===== src/design/cts_pkg.sv =====
// ---------------------------------------------------------------------------
// cts_pkg
// Shared constants, codes, width helpers and types for the cosine top-k search.
// ---------------------------------------------------------------------------
package cts_pkg;

    localparam int MAX_DIM_DEF  = 256;
    localparam int MAX_KEEP_DEF = 16;
    localparam int QUEUE_DEPTH  = 4;

    localparam int OP_W       = 2;
    localparam int ELEM_W     = 16;
    localparam int ID_W       = 16;
    localparam int SCORE_W    = 16;
    localparam int RANK_W     = 4;
    localparam int FRAC_BITS  = 15;
    localparam int VLEN_W     = 9;
    localparam int LIMIT_W    = 5;
    localparam int SCOPE_W    = 2;
    localparam int CFG_IDX_W  = 2;
    localparam int CFG_DATA_W = 9;

    localparam logic [OP_W-1:0] OP_QUERY  = 2'd0;
    localparam logic [OP_W-1:0] OP_CAND   = 2'd1;
    localparam logic [OP_W-1:0] OP_FINISH = 2'd2;

    localparam logic [CFG_IDX_W-1:0] REG_VECTOR_LENGTH = 2'd0;
    localparam logic [CFG_IDX_W-1:0] REG_RESULT_LIMIT  = 2'd1;
    localparam logic [CFG_IDX_W-1:0] REG_SCOPE_MODE    = 2'd2;

    localparam logic [SCOPE_W-1:0] SCOPE_WORKSPACE = 2'd1;
    localparam logic [SCOPE_W-1:0] SCOPE_DEPS      = 2'd2;

    localparam logic [VLEN_W-1:0]  VLEN_RESET  = 9'd256;
    localparam logic [LIMIT_W-1:0] LIMIT_RESET = 5'd10;
    localparam logic [SCOPE_W-1:0] SCOPE_RESET = 2'd0;

    localparam logic signed [SCORE_W-1:0] SCORE_MAX = 16'sh7FFF;
    localparam logic signed [SCORE_W-1:0] SCORE_MIN = 16'sh8000;

    typedef struct packed {
        logic empty;
        logic room;
    } q_stat_t;

    function automatic int idx_w(input int d);
        return (d > 1) ? $clog2(d) : 1;
    endfunction

    // signed dot product sum
    function automatic int acc_w(input int d);
        return 32 + $clog2(d);
    endfunction

    // unsigned squared norm sum
    function automatic int nrm_w(input int d);
        return 31 + $clog2(d);
    endfunction

    function automatic int rt_w(input int d);
        return (nrm_w(d) + 1) >> 1;
    endfunction

    function automatic int cnt_w(input int k);
        return $clog2(k + 1);
    endfunction

endpackage


===== src/design/cts_queue.sv =====
// ---------------------------------------------------------------------------
// cts_queue
// Short job queue between the element pipeline and the scoring engine.
// ---------------------------------------------------------------------------
module cts_queue #(
    parameter int WIDTH = 8,
    parameter int DEPTH = cts_pkg::QUEUE_DEPTH
) (
    input  logic              clk,
    input  logic              rst_n,
    input  logic              push,
    input  logic [WIDTH-1:0]  wr_data,
    input  logic              pop,
    output logic [WIDTH-1:0]  rd_data,
    output cts_pkg::q_stat_t  q_stat
);

    localparam int PTR_W = (DEPTH > 1) ? $clog2(DEPTH) : 1;
    localparam int CNT_W = $clog2(DEPTH + 1);

    logic [WIDTH-1:0] slot_reg [DEPTH];
    logic [PTR_W-1:0] wr_ptr_reg, rd_ptr_reg;
    logic [CNT_W-1:0] count_reg;

    function automatic logic [PTR_W-1:0] bump(input logic [PTR_W-1:0] p);
        return (32'(p) == DEPTH - 1) ? '0 : p + PTR_W'(1);
    endfunction

    always_ff @(posedge clk)
    begin
        if (push)
            slot_reg[wr_ptr_reg] <= wr_data;
    end

    always_ff @(posedge clk or negedge rst_n)
    begin
        if (!rst_n)
        begin
            wr_ptr_reg <= '0;
            rd_ptr_reg <= '0;
            count_reg  <= '0;
        end
        else
        begin
            if (push)
                wr_ptr_reg <= bump(wr_ptr_reg);
            if (pop)
                rd_ptr_reg <= bump(rd_ptr_reg);
            count_reg <= count_reg + CNT_W'(push) - CNT_W'(pop);
        end
    end

    assign rd_data      = slot_reg[rd_ptr_reg];
    assign q_stat.empty = (count_reg == '0);
    // up to two jobs may still be in flight in the element pipeline
    assign q_stat.room  = (32'(count_reg) + 3) <= DEPTH;

endmodule


===== config.mk =====
export PLATFORM = sky130hd
export DESIGN_NAME = cts_queue
export DESIGN_NICKNAME = d
export VERILOG_FILES = /design/src/design/cts_pkg.sv /design/src/design/cts_queue.sv
export SDC_FILE = /design/constraint.sdc
export NUM_CORES = 1
export LEC_CHECK = 0
export BUFFER_PORTS_ARGS = -buffer_cell sky130_fd_sc_hd__buf_4
export CORE_MARGIN = 2
export CORE_UTILIZATION = 59
export CTS_CLUSTER_DIAMETER = 100
export DETAILED_ROUTE_END_ITERATION = 6
export GPL_TIMING_DRIVEN = 0
export PLACE_DENSITY = 0.8
export SLEW_MARGIN = 40
export SYNTH_ARGS = -nofsm -noshare
export SYNTH_HDL_FRONTEND = slang
export SYNTH_SLANG_ARGS = --single-unit

===== constraint.sdc =====
create_clock -name clk -period 2.4 [get_ports clk]
set_input_delay 0.72 -clock clk [delete_from_list [all_inputs] [get_ports clk]]
set_output_delay 0.72 -clock clk [all_outputs]
set_load 0.01 [all_outputs]

# Word level (Yosys, flattened, before mapping)
# Memory sizes are Yosys's and may differ from the RTL's.
# Cells that the tools add are included.
# Widths: inputs -> output; s select.
# classes
mux	4
eq_ne	2
addsub	5
magnitude_cmp	1
reduce_logical	1
# op_table
op	n
$add 2x1->2 const B	2
$add 3x2->4 const B	1
$eq 2x2->1 const B	2
$le 4x3->1 const B	1
$mux 2	2
$add 3x1->3	1
$logic_not 3->1	1
$sub 3x1->3	1
$mux 1	2
# word_totals
ff_bits	7
input_bits	12
output_inout_bits	10
mem_bits_rw	32
mem_count	1
# memory_table
name	words	width	rd	rd_clocked_by_memory_dff	write_ports	line_no	rtl
slot_reg	4	8	1	0	1	cts_queue.sv:21	logic [WIDTH-1:0] slot_reg [DEPTH];

# Logic depth before layout (Yosys ltp)
# depth
ltp_word	2
mapped_depth	7

# Least setup slack after synthesis
# OpenSTA, ideal clock, no wires.
# synth_path
kind	reg2out
start	register count_reg[1]
end	output port q_stat[0] (netlist name)
stages_incl_launch_ff	4
arrival_ns	1.133
path_buffers	0
required_time_ns	1.680
setup_slack_ns	0.547
path_cell_list	dfrtp_1 nor2_1 ha_1 a221oi_1
# synth_lines
item	line_no	rtl
start: declaration	cts_queue.sv:23	logic [CNT_W-1:0] count_reg;
start signal: assignment	cts_queue.sv:49	count_reg <= count_reg + CNT_W'(push) - CNT_W'(pop);
end: declaration	cts_queue.sv:15	output cts_pkg::q_stat_t q_stat

# Worst setup path in the final report
# layout_path
start	register rd_ptr_reg[0]
end	output port rd_data[1]
# layout_between
elab_chain_cells	1
# layout_rtl
item	line_no	rtl
start: declaration	cts_queue.sv:22	logic [PTR_W-1:0] wr_ptr_reg, rd_ptr_reg;
start signal: assignment	cts_queue.sv:48	rd_ptr_reg <= bump(rd_ptr_reg);
$mem_v2 4x8	n/a	
end: declaration	cts_queue.sv:14	output logic [WIDTH-1:0] rd_data,
# No other way between the ends.

==> out/summary.txt <==
post-synthesis cell count - 83
Inst Count DP - 134
final core utilization - 73.8%
first-pass GRT wire length - 4.14 mm
grt ovf - 0
final hold vios - 0
setup violators final - 0
#FFs+latches synth - 39
Pwr Density - 1120 nW/um2
RSZ-0062 raised after global routing - false
Die Footprint - 3160 um2
Post-Route Skew - 0.00341 ns
Worst EP arrival - 1.59 ns
starting density of the core - 63.8%
drc violations - 0
Area contributors post-synth - edfxtp_1 60%, mux4_2 11%, dfrtp_1 11%
fillers - 172
leakage power - 0.731 nW
CTS buffer count - 5
CTS tree - built
die extent in y - 56.2 um
Worst R2R End - count_reg[2]
VDD IR max - 807 uV
relative slew slack - 70.0%
min Tclk post-route - 2.31 ns
count leader, synth - edfxtp_1
synth cell count leaders - 32 x edfxtp_1, 10 x ha_1, 8 x inv_1, 8 x mux4_2, 7 x dfrtp_1
Antenna Nets Post-Route - 0
Mapped Nets - 106
DR vias/cell - 5.70
status - finished clean
Post-DP HPWL - 1.74 mm
type of origin of the critical path - register
worst r2r src - count_reg[0]
CTS Sinks - 39
gr usage total - 18.6%
CTS max path bufs - 2
Syn-to-layout area delta - 15.6%
library cells used by synthesis - 17
EDFF count, synth - 32
top_reg_cell synth - edfxtp_1
drt first pass iters - 4
fin cells - 141
fin worst setup slack - 0.0858 ns
I/O Pins - 22
Cell Area, Synth - 1610 um2
PortBufs - 21
pin count of the biggest net entering global routing - 12
antenna violations before repair - 0
vias in the first global route - 869
H-Tree Depth - 2
Synth top area share - 59.7%
Max Cap Viol - 0
R2R setup slack - 0.84 ns
worst-margin pin slew - 0.450 ns
share of post-route cells with drive strength above 1 - 36.0%
Place WS - 0.406 ns
Synthesis Warnings - 0
# diodes - 0
ys async rst share - 17.9%
Final Max Slew Viols - 0
clk_lat worst skew - 0.34 ns
Iter 0 DRT Violations - 23
Mean Syn Cell Area - 19.4 um2
largest area contributor in the netlist - edfxtp_1
clock transition at the registers of the reported paths - 0.10 ns
Crit Path Max Fanout - 10
drt wl/cell - 17.1 um
Core Area - 2520 um2
Hold Path Class - input port to async pin
Cell Rows - 18
Setup TNS - 0 ns
postcts setup bufs - 0
via count - 804
crit path capture type - output pin
Max Freq - 432 MHz
number of flip-flops in the largest register - 32
sequential fraction of the synthesis area - 70.6%
nets@finish - 134
Tot Pwr - 0.00209 W
WL final - 2.42 mm
global placement routability congestion - 0.635
crit share post-route - 96.4%
CTS root buf - clkbuf_4
Crit Path Class - register to output pin
Die X-Extent - 56.2 um
Worst EP required - 1.68 ns
worst-case reg-to-reg path depth - 7
==> logic make-up (layout without fill, tap and decap cells) <==
kind of cell / after synthesis / in the layout / share of synthesized area (%)
multiplexers: 10 / 10 / 12.6
adder cells (fa/ha/maj): 11 / 11 / 9.02
AND/OR/NAND/NOR: 9 / 9 / 3.19
buffers and inverters: 10 / 38 / 2.88
flip-flops: 39 / 39 / 70.6
AO/OA/AOI/OAI: 3 / 3 / 1.17
XOR/XNOR: 1 / 1 / 0.544
==> area by class of cell <==
type | instances | area (um2) | area share, %
Clock buffer | 5 | 37.5 | 2.02
Tap cell | 30 | 37.5 | 2.02
Sequential cell | 39 | 1140 | 61.1
Inverter | 8 | 30.0 | 1.61
Clock inverter | 2 | 8.76 | 0.471
Timing Repair Buffer | 21 | 158 | 8.47
Multi-Input combinational cell | 34 | 427 | 22.9
Buffer | 2 | 25.0 | 1.34
==> per-layer routing <==
layer,GRT usage (%),part of all wire (%)
met3,6.74,4.3
met4,8.16,2.2
met1,20.0,38
met5,0,0
met2,32.8,55
==> worst max-delay path by stage <==
stage | from | to | slack (ns) | depth (start not counted)
3_5_place_dp | pop | count_reg[2] | 0.41 | 7
4_1_cts | rd_ptr_reg[0] | rd_data[5] | 0.06 | 3
6_report | rd_ptr_reg[0] | rd_data[1] | 0.09 | 3
2_1_floorplan | count_reg[1] | q_stat[0] | 0.55 | 3
3_3_place_gp | pop | count_reg[2] | 0.43 | 7
5_1_grt | rd_ptr_reg[0] | rd_data[4] | 0.003 | 3
==> critical path, cell delays in order (launching register included) <==
cell,delay (ns)
dfrtp_1,0.42
buf_12,0.16
mux4_2,0.51
buf_4,0.16
==> layout by cell type, fill, tap and decap left out <==
cell	count
edfxtp_1	32
buf_4	21
ha_1	10
inv_1	8
mux4_2	8
dfrtp_1	6
clkbuf_4	5
and2_1	4
nor2_1	2
o21ai_0	2
mux2_2	2
buf_12	1
buf_2	1
xnor2_1	1
nand2b_1	1
a221oi_1	1
or3b_1	1
nand2_1	1
fa_1	1
clkinv_2	1
clkinv_1	1
dfrtp_2	1
==> power by group <==
group	switching, W	total (W)	leakage [nW]	internal (W)
Clock	0.000196	0.000300	0.0285	0.000104
Combinational	0.000371	0.000818	0.326	0.000447
Sequential	0.0000796	0.000974	0.376	0.000894
Total	0.000647	0.00209	0.731	0.00144
==> per-stage QoR <==
step,hold slack (ns),area [um2]
CTS,0.160,1850
floorplan,0.424,1610
detailed placement,0.538,1800
global route,0.156,1860
global placement,0.536,1800
finish,0.166,1860
==> what timing repair did <==
| item | CTS | global route |
|---|---|---|
| hold buffers | 0 | 0 |
| endpoints found under the setup margin | 0 | 4 |
| gates resized for setup | 0 | 3 |
(Power assumes the default switching activity.)
