File: config.mk
export PLATFORM = sky130hd
export DESIGN_NAME = cts_back_flat
export DESIGN_NICKNAME = d
export VERILOG_FILES = /design/src/design/cts_pkg.sv /design/src/design/cts_out_if.sv /design/src/design/cts_back.sv /design/src/flat_wrapper.sv
export SDC_FILE = /design/constraint.sdc
export NUM_CORES = 2
export LEC_CHECK = 0
export ABC_AREA = 1
export BUFFER_PORTS_ARGS = -buffer_cell sky130_fd_sc_hd__buf_4
export CORE_MARGIN = 5
export CORE_UTILIZATION = 58
export CTS_CLUSTER_DIAMETER = 150
export DETAILED_ROUTE_END_ITERATION = 6
export GPL_ROUTABILITY_DRIVEN = 0
export PLACE_DENSITY = 0.88
export SETUP_SLACK_MARGIN = 0.4
export SLEW_MARGIN = 5
export SYNTH_ARGS = -nofsm -noshare
export SYNTH_HDL_FRONTEND = slang
export SYNTH_SLANG_ARGS = --single-unit
File: constraint.sdc
create_clock -name clk -period 12.2 [get_ports clk]
set_clock_uncertainty 0.15 [all_clocks]
set_input_delay 2.44 -clock clk [delete_from_list [all_inputs] [get_ports clk]]
set_output_delay 2.44 -clock clk [all_outputs]
set_load 0.03 [all_outputs]
File: src/design/cts_pkg.sv
// ---------------------------------------------------------------------------
// cts_pkg
// Shared constants, codes, width helpers and types for the cosine top-k search.
// ---------------------------------------------------------------------------
package cts_pkg;

    localparam int MAX_DIM_DEF  = 256;
    localparam int MAX_KEEP_DEF = 16;
    localparam int QUEUE_DEPTH  = 4;

    localparam int OP_W       = 2;
    localparam int ELEM_W     = 16;
    localparam int ID_W       = 16;
    localparam int SCORE_W    = 16;
    localparam int RANK_W     = 4;
    localparam int FRAC_BITS  = 15;
    localparam int VLEN_W     = 9;
    localparam int LIMIT_W    = 5;
    localparam int SCOPE_W    = 2;
    localparam int CFG_IDX_W  = 2;
    localparam int CFG_DATA_W = 9;

    localparam logic [OP_W-1:0] OP_QUERY  = 2'd0;
    localparam logic [OP_W-1:0] OP_CAND   = 2'd1;
    localparam logic [OP_W-1:0] OP_FINISH = 2'd2;

    localparam logic [CFG_IDX_W-1:0] REG_VECTOR_LENGTH = 2'd0;
    localparam logic [CFG_IDX_W-1:0] REG_RESULT_LIMIT  = 2'd1;
    localparam logic [CFG_IDX_W-1:0] REG_SCOPE_MODE    = 2'd2;

    localparam logic [SCOPE_W-1:0] SCOPE_WORKSPACE = 2'd1;
    localparam logic [SCOPE_W-1:0] SCOPE_DEPS      = 2'd2;

    localparam logic [VLEN_W-1:0]  VLEN_RESET  = 9'd256;
    localparam logic [LIMIT_W-1:0] LIMIT_RESET = 5'd10;
    localparam logic [SCOPE_W-1:0] SCOPE_RESET = 2'd0;

    localparam logic signed [SCORE_W-1:0] SCORE_MAX = 16'sh7FFF;
    localparam logic signed [SCORE_W-1:0] SCORE_MIN = 16'sh8000;

    typedef struct packed {
        logic empty;
        logic room;
    } q_stat_t;

    function automatic int idx_w(input int d);
        return (d > 1) ? $clog2(d) : 1;
    endfunction

    // signed dot product sum
    function automatic int acc_w(input int d);
        return 32 + $clog2(d);
    endfunction

    // unsigned squared norm sum
    function automatic int nrm_w(input int d);
        return 31 + $clog2(d);
    endfunction

    function automatic int rt_w(input int d);
        return (nrm_w(d) + 1) >> 1;
    endfunction

    function automatic int cnt_w(input int k);
        return $clog2(k + 1);
    endfunction

endpackage

File: src/design/cts_out_if.sv
// ---------------------------------------------------------------------------
// cts_out_if
// Result channel: ranked hits emitted on finish.
// ---------------------------------------------------------------------------
interface cts_out_if;
    logic                                valid;
    logic                                ready;
    logic [cts_pkg::ID_W-1:0]            result_id;
    logic signed [cts_pkg::SCORE_W-1:0]  score;
    logic [cts_pkg::RANK_W-1:0]          rank;
    logic                                empty_res;
    logic                                last;

    modport source (
        output valid, result_id, score, rank, empty_res, last,
        input  ready
    );
    modport sink (
        input  valid, result_id, score, rank, empty_res, last,
        output ready
    );
endinterface

File: src/design/cts_back.sv
// ---------------------------------------------------------------------------
// cts_back
// Scoring engine: serial square roots, serial divide, sorted insertion and
// result emission.
// ---------------------------------------------------------------------------
module cts_back #(
    parameter int MAX_DIM  = cts_pkg::MAX_DIM_DEF,
    parameter int MAX_KEEP = cts_pkg::MAX_KEEP_DEF
) (
    input  logic                               clk,
    input  logic                               rst_n,
    input  cts_pkg::q_stat_t                   q_stat,
    input  logic [1 + cts_pkg::ID_W + cts_pkg::acc_w(MAX_DIM)
                  + 2 * cts_pkg::nrm_w(MAX_DIM) - 1:0] job,
    output logic                               pop,
    input  logic [cts_pkg::LIMIT_W-1:0]        result_limit,
    cts_out_if.source                          out_ch
);

    localparam int ACC_W = cts_pkg::acc_w(MAX_DIM);
    localparam int NRM_W = cts_pkg::nrm_w(MAX_DIM);
    localparam int RT_W  = cts_pkg::rt_w(MAX_DIM);
    localparam int PAD_W = 2 * RT_W;
    localparam int RW    = RT_W + 3;
    localparam int DEN_W = 2 * RT_W;
    localparam int BIG_W = (ACC_W > DEN_W) ? ACC_W : DEN_W;
    localparam int QB    = cts_pkg::FRAC_BITS;
    localparam int SC_W  = $clog2(RT_W + 1);
    localparam int KC_W  = cts_pkg::cnt_w(MAX_KEEP);
    localparam int KI_W  = cts_pkg::idx_w(MAX_KEEP);
    localparam int IDW   = cts_pkg::ID_W;
    localparam int SW    = cts_pkg::SCORE_W;

    typedef enum logic [6:0] {
        S_IDLE   = 7'b0000001,
        S_ROOT   = 7'b0000010,
        S_MULT   = 7'b0000100,
        S_CHECK  = 7'b0001000,
        S_DIV    = 7'b0010000,
        S_INSERT = 7'b0100000,
        S_EMIT   = 7'b1000000
    } state_t;

    state_t state_reg, state_next;

    logic                    job_finish;
    logic [IDW-1:0]          job_id;
    logic signed [ACC_W-1:0] job_dot;
    logic [NRM_W-1:0]        job_qn, job_cn;

    logic [IDW-1:0]          id_reg;
    logic                    neg_reg;
    logic [ACC_W-1:0]        mag_reg;
    logic [PAD_W-1:0]        qv_reg, cv_reg;
    logic [RW-1:0]           qrem_reg, crem_reg;
    logic [RT_W-1:0]         qroot_reg, croot_reg;
    logic [SC_W-1:0]         step_reg;
    logic [DEN_W-1:0]        den_reg;
    logic [DEN_W-1:0]        rem_reg;
    logic [QB-1:0]           quo_reg;
    logic signed [SW-1:0]    score_reg;

    logic [IDW-1:0]          kept_id_reg [MAX_KEEP];
    logic signed [SW-1:0]    kept_sc_reg [MAX_KEEP];
    logic [KC_W-1:0]         kept_cnt_reg;
    logic [KC_W-1:0]         emit_k_reg, emit_n_reg;

    logic                    out_valid_reg;
    logic [IDW-1:0]          out_id_reg;
    logic signed [SW-1:0]    out_score_reg;
    logic [cts_pkg::RANK_W-1:0] out_rank_reg;
    logic                    out_empty_reg, out_last_reg;

    logic [KC_W-1:0]         lim, cur;
    logic [MAX_KEEP-1:0]     ge;
    logic                    ins;

    logic [RW-1:0]           q_rs, q_tr, c_rs, c_tr;
    logic [DEN_W:0]          r2;
    logic                    qbit;
    logic [QB-1:0]           quo_new;
    logic                    out_free, emit_last;

    assign {job_finish, job_id, job_dot, job_qn, job_cn} = job;

    always_comb
    begin
        if (32'(result_limit) > MAX_KEEP)
            lim = KC_W'(MAX_KEEP);
        else
            lim = KC_W'(result_limit);
        cur = (kept_cnt_reg < lim) ? kept_cnt_reg : lim;
    end

    // root step: bring down two radicand bits, try (root*4 + 1)
    assign q_rs = {qrem_reg[RT_W:0], qv_reg[PAD_W-1 -: 2]};
    assign q_tr = RW'({qroot_reg, 2'b01});
    assign c_rs = {crem_reg[RT_W:0], cv_reg[PAD_W-1 -: 2]};
    assign c_tr = RW'({croot_reg, 2'b01});

    assign r2      = {rem_reg, 1'b0};
    assign qbit    = r2 >= {1'b0, den_reg};
    assign quo_new = {quo_reg[QB-2:0], qbit};

    // sorted insertion: entries at or above the new score stay put
    always_comb
    begin
        ins = 1'b0;
        for (int j = 0; j < MAX_KEEP; j++)
        begin
            ge[j] = (32'(j) < 32'(cur)) && (kept_sc_reg[j] >= score_reg);
            if ((32'(j) < 32'(lim)) && !ge[j])
                ins = 1'b1;
        end
    end

    assign out_free  = !out_valid_reg || out_ch.ready;
    assign emit_last = (emit_n_reg == '0) || ((emit_k_reg + KC_W'(1)) == emit_n_reg);

    always_comb
    begin
        state_next = state_reg;
        pop        = 1'b0;
        unique case (state_reg)
            S_IDLE:
                if (!q_stat.empty)
                begin
                    pop        = 1'b1;
                    state_next = job_finish ? S_EMIT : S_ROOT;
                end
            S_ROOT:
                if (32'(step_reg) == RT_W - 1)
                    state_next = S_MULT;
            S_MULT:
                state_next = S_CHECK;
            S_CHECK:
                if (den_reg == '0 || BIG_W'(mag_reg) >= BIG_W'(den_reg))
                    state_next = S_INSERT;
                else
                    state_next = S_DIV;
            S_DIV:
                if (32'(step_reg) == QB - 1)
                    state_next = S_INSERT;
            S_INSERT:
                state_next = S_IDLE;
            S_EMIT:
                if (out_free && emit_last)
                    state_next = S_IDLE;
            default:
                state_next = S_IDLE;
        endcase
    end

    always_ff @(posedge clk or negedge rst_n)
    begin
        if (!rst_n)
        begin
            state_reg     <= S_IDLE;
            kept_cnt_reg  <= '0;
            out_valid_reg <= 1'b0;
        end
        else
        begin
            state_reg <= state_next;
            if (state_reg == S_INSERT)
            begin
                if (lim == '0)
                    kept_cnt_reg <= '0;
                else
                    kept_cnt_reg <= cur + KC_W'(ins && (cur < lim));
            end
            if (state_reg == S_EMIT && out_free)
            begin
                out_valid_reg <= 1'b1;
                if (emit_last)
                    kept_cnt_reg <= '0;
            end
            else if (out_ch.ready)
                out_valid_reg <= 1'b0;
        end
    end

    always_ff @(posedge clk)
    begin
        unique case (state_reg)
            S_IDLE:
            begin
                id_reg     <= job_id;
                neg_reg    <= job_dot[ACC_W-1];
                mag_reg    <= job_dot[ACC_W-1] ? ACC_W'(-job_dot) : ACC_W'(job_dot);
                qv_reg     <= PAD_W'(job_qn);
                cv_reg     <= PAD_W'(job_cn);
                qrem_reg   <= '0;
                crem_reg   <= '0;
                qroot_reg  <= '0;
                croot_reg  <= '0;
                step_reg   <= '0;
                emit_k_reg <= '0;
                emit_n_reg <= cur;
            end
            S_ROOT:
            begin
                qv_reg   <= qv_reg << 2;
                cv_reg   <= cv_reg << 2;
                step_reg <= step_reg + SC_W'(1);
                if (q_rs >= q_tr)
                begin
                    qrem_reg  <= q_rs - q_tr;
                    qroot_reg <= {qroot_reg[RT_W-2:0], 1'b1};
                end
                else
                begin
                    qrem_reg  <= q_rs;
                    qroot_reg <= {qroot_reg[RT_W-2:0], 1'b0};
                end
                if (c_rs >= c_tr)
                begin
                    crem_reg  <= c_rs - c_tr;
                    croot_reg <= {croot_reg[RT_W-2:0], 1'b1};
                end
                else
                begin
                    crem_reg  <= c_rs;
                    croot_reg <= {croot_reg[RT_W-2:0], 1'b0};
                end
            end
            S_MULT:
                den_reg <= qroot_reg * croot_reg;
            S_CHECK:
            begin
                rem_reg  <= DEN_W'(mag_reg);
                quo_reg  <= '0;
                step_reg <= '0;
                if (den_reg == '0)
                    score_reg <= '0;
                else if (neg_reg)
                    score_reg <= cts_pkg::SCORE_MIN;
                else
                    score_reg <= cts_pkg::SCORE_MAX;
            end
            S_DIV:
            begin
                rem_reg  <= qbit ? DEN_W'(r2 - {1'b0, den_reg}) : DEN_W'(r2);
                quo_reg  <= quo_new;
                step_reg <= step_reg + SC_W'(1);
                if (neg_reg)
                    score_reg <= -$signed({1'b0, quo_new});
                else
                    score_reg <= $signed({1'b0, quo_new});
            end
            S_INSERT:
            begin
                for (int j = 0; j < MAX_KEEP; j++)
                begin
                    if ((32'(j) < 32'(lim)) && !ge[j])
                    begin
                        if (j == 0 || ge[(j == 0) ? 0 : j - 1])
                        begin
                            kept_id_reg[j] <= id_reg;
                            kept_sc_reg[j] <= score_reg;
                        end
                        else
                        begin
                            kept_id_reg[j] <= kept_id_reg[(j == 0) ? 0 : j - 1];
                            kept_sc_reg[j] <= kept_sc_reg[(j == 0) ? 0 : j - 1];
                        end
                    end
                end
            end
            S_EMIT:
                if (out_free)
                begin
                    emit_k_reg   <= emit_k_reg + KC_W'(1);
                    out_last_reg <= emit_last;
                    if (emit_n_reg == '0)
                    begin
                        out_id_reg    <= '0;
                        out_score_reg <= '0;
                        out_rank_reg  <= '0;
                        out_empty_reg <= 1'b1;
                    end
                    else
                    begin
                        out_id_reg    <= kept_id_reg[emit_k_reg[KI_W-1:0]];
                        out_score_reg <= kept_sc_reg[emit_k_reg[KI_W-1:0]];
                        out_rank_reg  <= cts_pkg::RANK_W'(emit_k_reg);
                        out_empty_reg <= 1'b0;
                    end
                end
            default:
            begin
            end
        endcase
    end

    assign out_ch.valid     = out_valid_reg;
    assign out_ch.result_id = out_id_reg;
    assign out_ch.score     = out_score_reg;
    assign out_ch.rank      = out_rank_reg;
    assign out_ch.empty_res = out_empty_reg;
    assign out_ch.last      = out_last_reg;

endmodule

File: src/flat_wrapper.sv
// flat-port wrapper written by rule: the top's interface ports become plain ports
module cts_back_flat 
#(
    parameter int MAX_DIM  = cts_pkg::MAX_DIM_DEF,
    parameter int MAX_KEEP = cts_pkg::MAX_KEEP_DEF
)
  (clk, rst_n, q_stat, job, pop, result_limit, out_ch_valid, out_ch_result_id, out_ch_score, out_ch_rank, out_ch_empty_res, out_ch_last, out_ch_ready);
  cts_out_if out_ch_i ();
  input  logic clk;
  input  logic rst_n;
  input  cts_pkg::q_stat_t q_stat;
  input  logic [1 + cts_pkg::ID_W + cts_pkg::acc_w(MAX_DIM)
                  + 2 * cts_pkg::nrm_w(MAX_DIM) - 1:0] job;
  output logic pop;
  input  logic [cts_pkg::LIMIT_W-1:0] result_limit;
  output wire logic [$bits(out_ch_i.valid)-1:0] out_ch_valid;
  output wire logic [$bits(out_ch_i.result_id)-1:0] out_ch_result_id;
  output wire logic [$bits(out_ch_i.score)-1:0] out_ch_score;
  output wire logic [$bits(out_ch_i.rank)-1:0] out_ch_rank;
  output wire logic [$bits(out_ch_i.empty_res)-1:0] out_ch_empty_res;
  output wire logic [$bits(out_ch_i.last)-1:0] out_ch_last;
  input wire logic [$bits(out_ch_i.ready)-1:0] out_ch_ready;
  assign out_ch_valid = out_ch_i.valid;
  assign out_ch_result_id = out_ch_i.result_id;
  assign out_ch_score = out_ch_i.score;
  assign out_ch_rank = out_ch_i.rank;
  assign out_ch_empty_res = out_ch_i.empty_res;
  assign out_ch_last = out_ch_i.last;
  assign out_ch_i.ready = out_ch_ready;
  cts_back #(.MAX_DIM(MAX_DIM), .MAX_KEEP(MAX_KEEP)) u_core (.clk(clk), .rst_n(rst_n), .q_stat(q_stat), .job(job), .pop(pop), .result_limit(result_limit), .out_ch(out_ch_i));
endmodule
==> After elaboration in Yosys (flattened, before gate mapping) <==
Memories as Yosys holds them, arrays and structs flattened. A register that Yosys moved wholly into a read port is not among the register bits.
Index checks and enable logic that the tools add are counted.
{ "op_classes": {"order_cmp": 55, "addsub": 8, "reduce_logical": 68, "bitwise": 30, "mul": 1, "n_eq_ne": 15, "mux": 207} }
{ "op_table": {"columns": ["cell", "n"], "rows": [
  ["$mux 16", 33],
  ["$ge 16x16->1", 16],
  ["$pmux 40 s2", 3],
  ["$mux 1", 145],
  ["$pmux 21 s2", 2],
  ["$lt 4x5->1 const A", 16],
  ["$pmux 20 s2", 2],
  ["$ge 23x22->1", 2],
  ["$mux 21", 2],
  ["$pmux 7 s6", 1],
  ["$sub 21x21->21", 2],
  ["$ge 41x40->1", 1],
  ["$ge 40x40->1", 1],
  ["$logic_not 40->1", 1],
  ["$lt 3x5->1 const A", 8],
  ["$mul 20x20->40", 1],
  ["$mux 40", 1],
  ["$neg 40->40", 1],
  ["$sub 40x40->40", 1],
  ["$mux 39", 1],
  ["$logic_and 1x1->1", 35],
  ["$mux 5", 7],
  ["$mux 7", 5],
  ["$pmux 16 s2", 1],
  ["other kinds (30)", 96]
]} }
{ "word_totals": {"output_inout_bits": 40, "register_bits": 363, "in_bits": 145, "n_memories": 2, "word_cells": 409, "mem_bits_rw": 512} }
{ "memory_table": {"columns": ["name", "depth", "word_bits", "rd", "rd_clocked_by_memory_dff", "wr", "line_no", "rtl"], "rows": [
  ["u_core.kept_id_reg", 16, 16, 16, 1, 16, "cts_back.sv:63", "logic [IDW-1:0] kept_id_reg [MAX_KEEP];"],
  ["u_core.kept_sc_reg", 16, 16, 17, 1, 16, "cts_back.sv:64", "logic signed [SW-1:0] kept_sc_reg [MAX_KEEP];"]
]} }

==> Depth between registers and ports, before layout <==
{ "depth": {"ltp_word": 30, "mapped_depth": 29, "ltp_nobuf": 29} }

==> Worst setup path after synthesis <==
OpenSTA, ideal clock, no wires.
{ "synth_path": {"path_type": "flip-flop to flip-flop", "start": "reg u_core.state_reg[0]", "end": "reg u_core.crem_reg[0], enable pin", "t_required_ps": 11522, "arrival_ps": 11155, "setup_time_ps": 528, "path_buffers": 0, "path_slack_ps": 367, "path_stages_with_launch": 5, "synth_period_minus_slack_ps": 11833, "cell_sequence": "dfstp_2 -> inv_1 -> nor4_1 -> inv_1 -> nand2_1"} }
{ "synth_via": {"elab_chain_len": 2, "elab_cells_between_ends": 3, "classes_between": "eq/ne (2); reduce/logical (1)"} }
{ "synth_lines": {"columns": ["element", "line_no", "rtl"], "rows": [
  ["from (decl)", "cts_back.sv:44", "state_t state_reg, state_next;"],
  ["from (signal assigned)", "cts_back.sv:164", "state_reg <= state_next;"],
  ["$eq 7x1->1 or $eq 7x2->1 (tied branches)", "cts_back.sv:185", "unique case (state_reg)"],
  ["$reduce_bool 2->1 (no source line) *", null, null],
  ["to (signal assigned)", "cts_back.sv:218", "crem_reg <= c_rs - c_tr;"],
  ["to (signal assigned)", "cts_back.sv:223", "crem_reg <= c_rs;"],
  ["to (decl)", "cts_back.sv:55", "logic [RW-1:0] qrem_reg, crem_reg;"]
]} }
Mark *: on every way between the ends. The rest lies on a longest branch, timed or not.
A chain may end at the register's enable or synchronous reset.

==> Worst setup path in the final report <==
{ "layout_path": {"start": "reg u_core.qroot_reg[8]", "end": "reg u_core.den_reg[28], data pin"} }
{ "layout_via": {"elab_chain_len": 1} }
{ "layout_lines": {"columns": ["element", "line_no", "rtl"], "rows": [
  ["from (decl)", "cts_back.sv:56", "logic [RT_W-1:0] qroot_reg, croot_reg;"],
  ["from (signal assigned)", "cts_back.sv:209", "qroot_reg <= {qroot_reg[RT_W-2:0], 1'b1};"],
  ["from (signal assigned)", "cts_back.sv:214", "qroot_reg <= {qroot_reg[RT_W-2:0], 1'b0};"],
  ["$mul 20x20->40", "cts_back.sv:228", "den_reg <= qroot_reg * croot_reg;"],
  ["to (signal assigned)", "cts_back.sv:228", null],
  ["to (decl)", "cts_back.sv:58", "logic [DEN_W-1:0] den_reg;"]
]} }
Every way passes these cells.

==> results.yml <==
critical_path:
  crit_type: "reg -> reg"
  startpoint_type: "flop"
  cp-end-kind: "flop"
  cp.arrival_ns: 7.83
  crit_required_ns: 12.51
  cp_max_fo: 21
cells_and_area:
  layout-drive-gt1-share_pct: 5.78
  multi_input_area_mm2: 0.0363
  regArea_mm2: 0.0272
  diodes: 0
  finalNetCount: 9051
  nFillCells: 9054
  area_growth_pct: 7.56
  final_cell_count_no_fill: 9652
  fin_area_mm2: 0.0740
die:
  rows: 126
  die_h_um: 354
  ios: 185
  dieArea_mm2: 0.126
  start_util_pct: 58.4
  die_x_um: 354
  coreArea_mm2: 0.118
cts:
  cts_made_buffers: 98
  htreeDepth: 3
  clock_sinks: 907
  holdBufCountCts: 0
  clk_pin_slew_ns: 0.06
  postCtsSetupBuffers: 0
  clk_latency_ns: 0.70
  clk_path_buf_depth: 3
  cts_tree: "built"
  cts_resized: 0
  clock-root-buffer: "clkbuf_16"
global_routing:
  grtUsageTotal_pct: 28.5
  grt_max_degree: 213
  grt_first_pass_wirelength_um: 295000
  antenna_found_initial: 5
  grt_pass1_vias: 59100
  grt_overflow: 0
synth:
  ys_seq_elements: 907
  netlist_area_mm2: 0.0688
  synth_cell_types: 58
  avgSynthCellArea_um2: 8.51
  synth_cells: 8087
  ys_seq_area_share_pct: 39.5
  async_flop_share_pct: 1.43
  synthMuxAreaShare_pct: 0
  synth_top_area_share_pct: 39.0
  synth-xor-area-share_pct: 1.82
  yosys-top-cells-count: "1,929 x nand2_1, 1,005 x inv_1, 894 x edfxtp_1"
  synthSimpleGateAreaFrac_pct: 20.0
  synth_top_family_by_area: "simple AND/OR/NAND/NOR gates"
  synthAdderAreaFrac_pct: 19.2
  synth.largest_area_cell: "edfxtp_1"
  synth.most_common_cell: "nand2_1"
  ys_warn_count: 0
  synth_compound_area_share_pct: 11.5
  postSynthNetCount: 9098
  synth-edff-count: 894
  yosys_most_used_dff: "edfxtp_1"
  synth_area_leaders: "edfxtp_1 39%, nand2_1 11%, ha_1 9.9%"
timing:
  min_period_ns: 7.51
  setup_viol: 0
  drv_slew: 0
  final.setup.tns_ns: 0
  timing.fmax_mhz: 133
  grt_setup_unrepaired: "false"
  max-slew-margin-rel_pct: 18.4
  min_period_over_period_pct: 61.6
  hold_viol: 0
  tightest_slew_ns: 1.22
route:
  avgViaCountPerCell: 6.09
  wl_per_cell_um: 19.0
  dr.pass1.iters: 7
  drt_iter0_drc: 7429
  drc: 1
  vias: 58800
  ant_nets: 0
  drt_wl_total_um: 184000
place:
  hpwl_um: 132000
  port_buffers: 183
  post_dp_cell_area_mm2: 0.0710
  place_inst: 9476
outcome:
  status: "finished, violations left"
  violations: "DRC"
run:
  maxCapViolCount: 0
hold_path:
  hold_path_class: "reg -> reg"
==> cells by family after synthesis <==
group	after synthesis
flip-flops	907
buffers and inverters	1406
adder cells (fa/ha/maj)	866
AND/OR/NAND/NOR	3340
XOR/XNOR	143
AO/OA/AOI/OAI	1425
==> metal layers <==
metal	GRT usage (%)	share of wire, %
met5	0	0.041
met4	13.9	5.0
met3	6.11	11
met2	48.3	48
met1	34.8	36
==> layout make-up <==
cell class	instances	area share [%]
inverters	1015	5.17
repair buffers	244	2.49
multi-input cells	5774	49.0
clock buffers	120	3.45
well taps	1536	2.60
clock inverters	56	0.602
flip-flops and latches	907	36.7
==> stage by stage <==
step                hold slack, ns  util, %  setup slack [ns]
floorplan                    0.305        -              3.34
global placement             0.340     60.2              5.03
detailed placement           0.347     60.2              4.86
CTS                          0.349     62.8              4.93
global route                 0.376     62.8              4.41
finish                       0.352     62.8              4.69
==> worst paths after layout <==
check / slack (ns) / cells past startpoint / start / endpoint
setup / recovery: 4.69 / 23 / u_core.qroot_reg[8]$_SDFFCE_PN0P_ / u_core.den_reg[28]$_DFFE_PP_
hold / removal: 0.35 / 2 / u_core.qv_reg[2]$_DFFE_PP_ / u_core.qv_reg[4]$_DFFE_PP_
setup reg to reg: 4.69 / 23 / u_core.qroot_reg[8]$_SDFFCE_PN0P_ / u_core.den_reg[28]$_DFFE_PP_
hold reg to reg: 0.35 / 2 / u_core.qv_reg[2]$_DFFE_PP_ / u_core.qv_reg[4]$_DFFE_PP_
max in group asynchronous: 10.18 / 1 / rst_n / u_core.state_reg[0]$_DFFE_PN1P_
min in group asynchronous: 1.45 / 1 / rst_n / u_core.kept_cnt_reg[4]$_DFF_PN0_
==> worst max-delay path, stage by stage, from the launching register on <==
cell,delay [ns]
edfxtp_1,1.15
nand2_1,0.20
fa_1,0.58
inv_1,0.06
fa_1,0.55
inv_1,0.08
fa_1,0.50
inv_1,0.05
fa_1,0.47
inv_1,0.06
fa_1,0.53
inv_1,0.06
fa_1,0.45
fa_1,0.49
ha_1,0.42
nand2_1,0.12
nor2_1,0.11
inv_1,0.07
nor3_1,0.23
nand3_1,0.12
o211ai_1,0.29
nand2_1,0.08
nand2_1,0.11
xor2_1,0.33
==> placed cells by master (no fill, tap or decap), drive strengths merged, types with 244 or more instances in the layout <==
| master | n |
|---|---|
| edfxtp | 894 |
| buf | 244 |
| fa | 321 |
| o21ai | 579 |
| inv | 1014 |
| nand2 | 1955 |
| nor2 | 759 |
| a21oi | 571 |
| ha | 545 |
| nand3 | 458 |
Power is left out: the tool's default activity adds up to more than one toggle a clock period on the data nets, which glitch-free logic cannot reach.
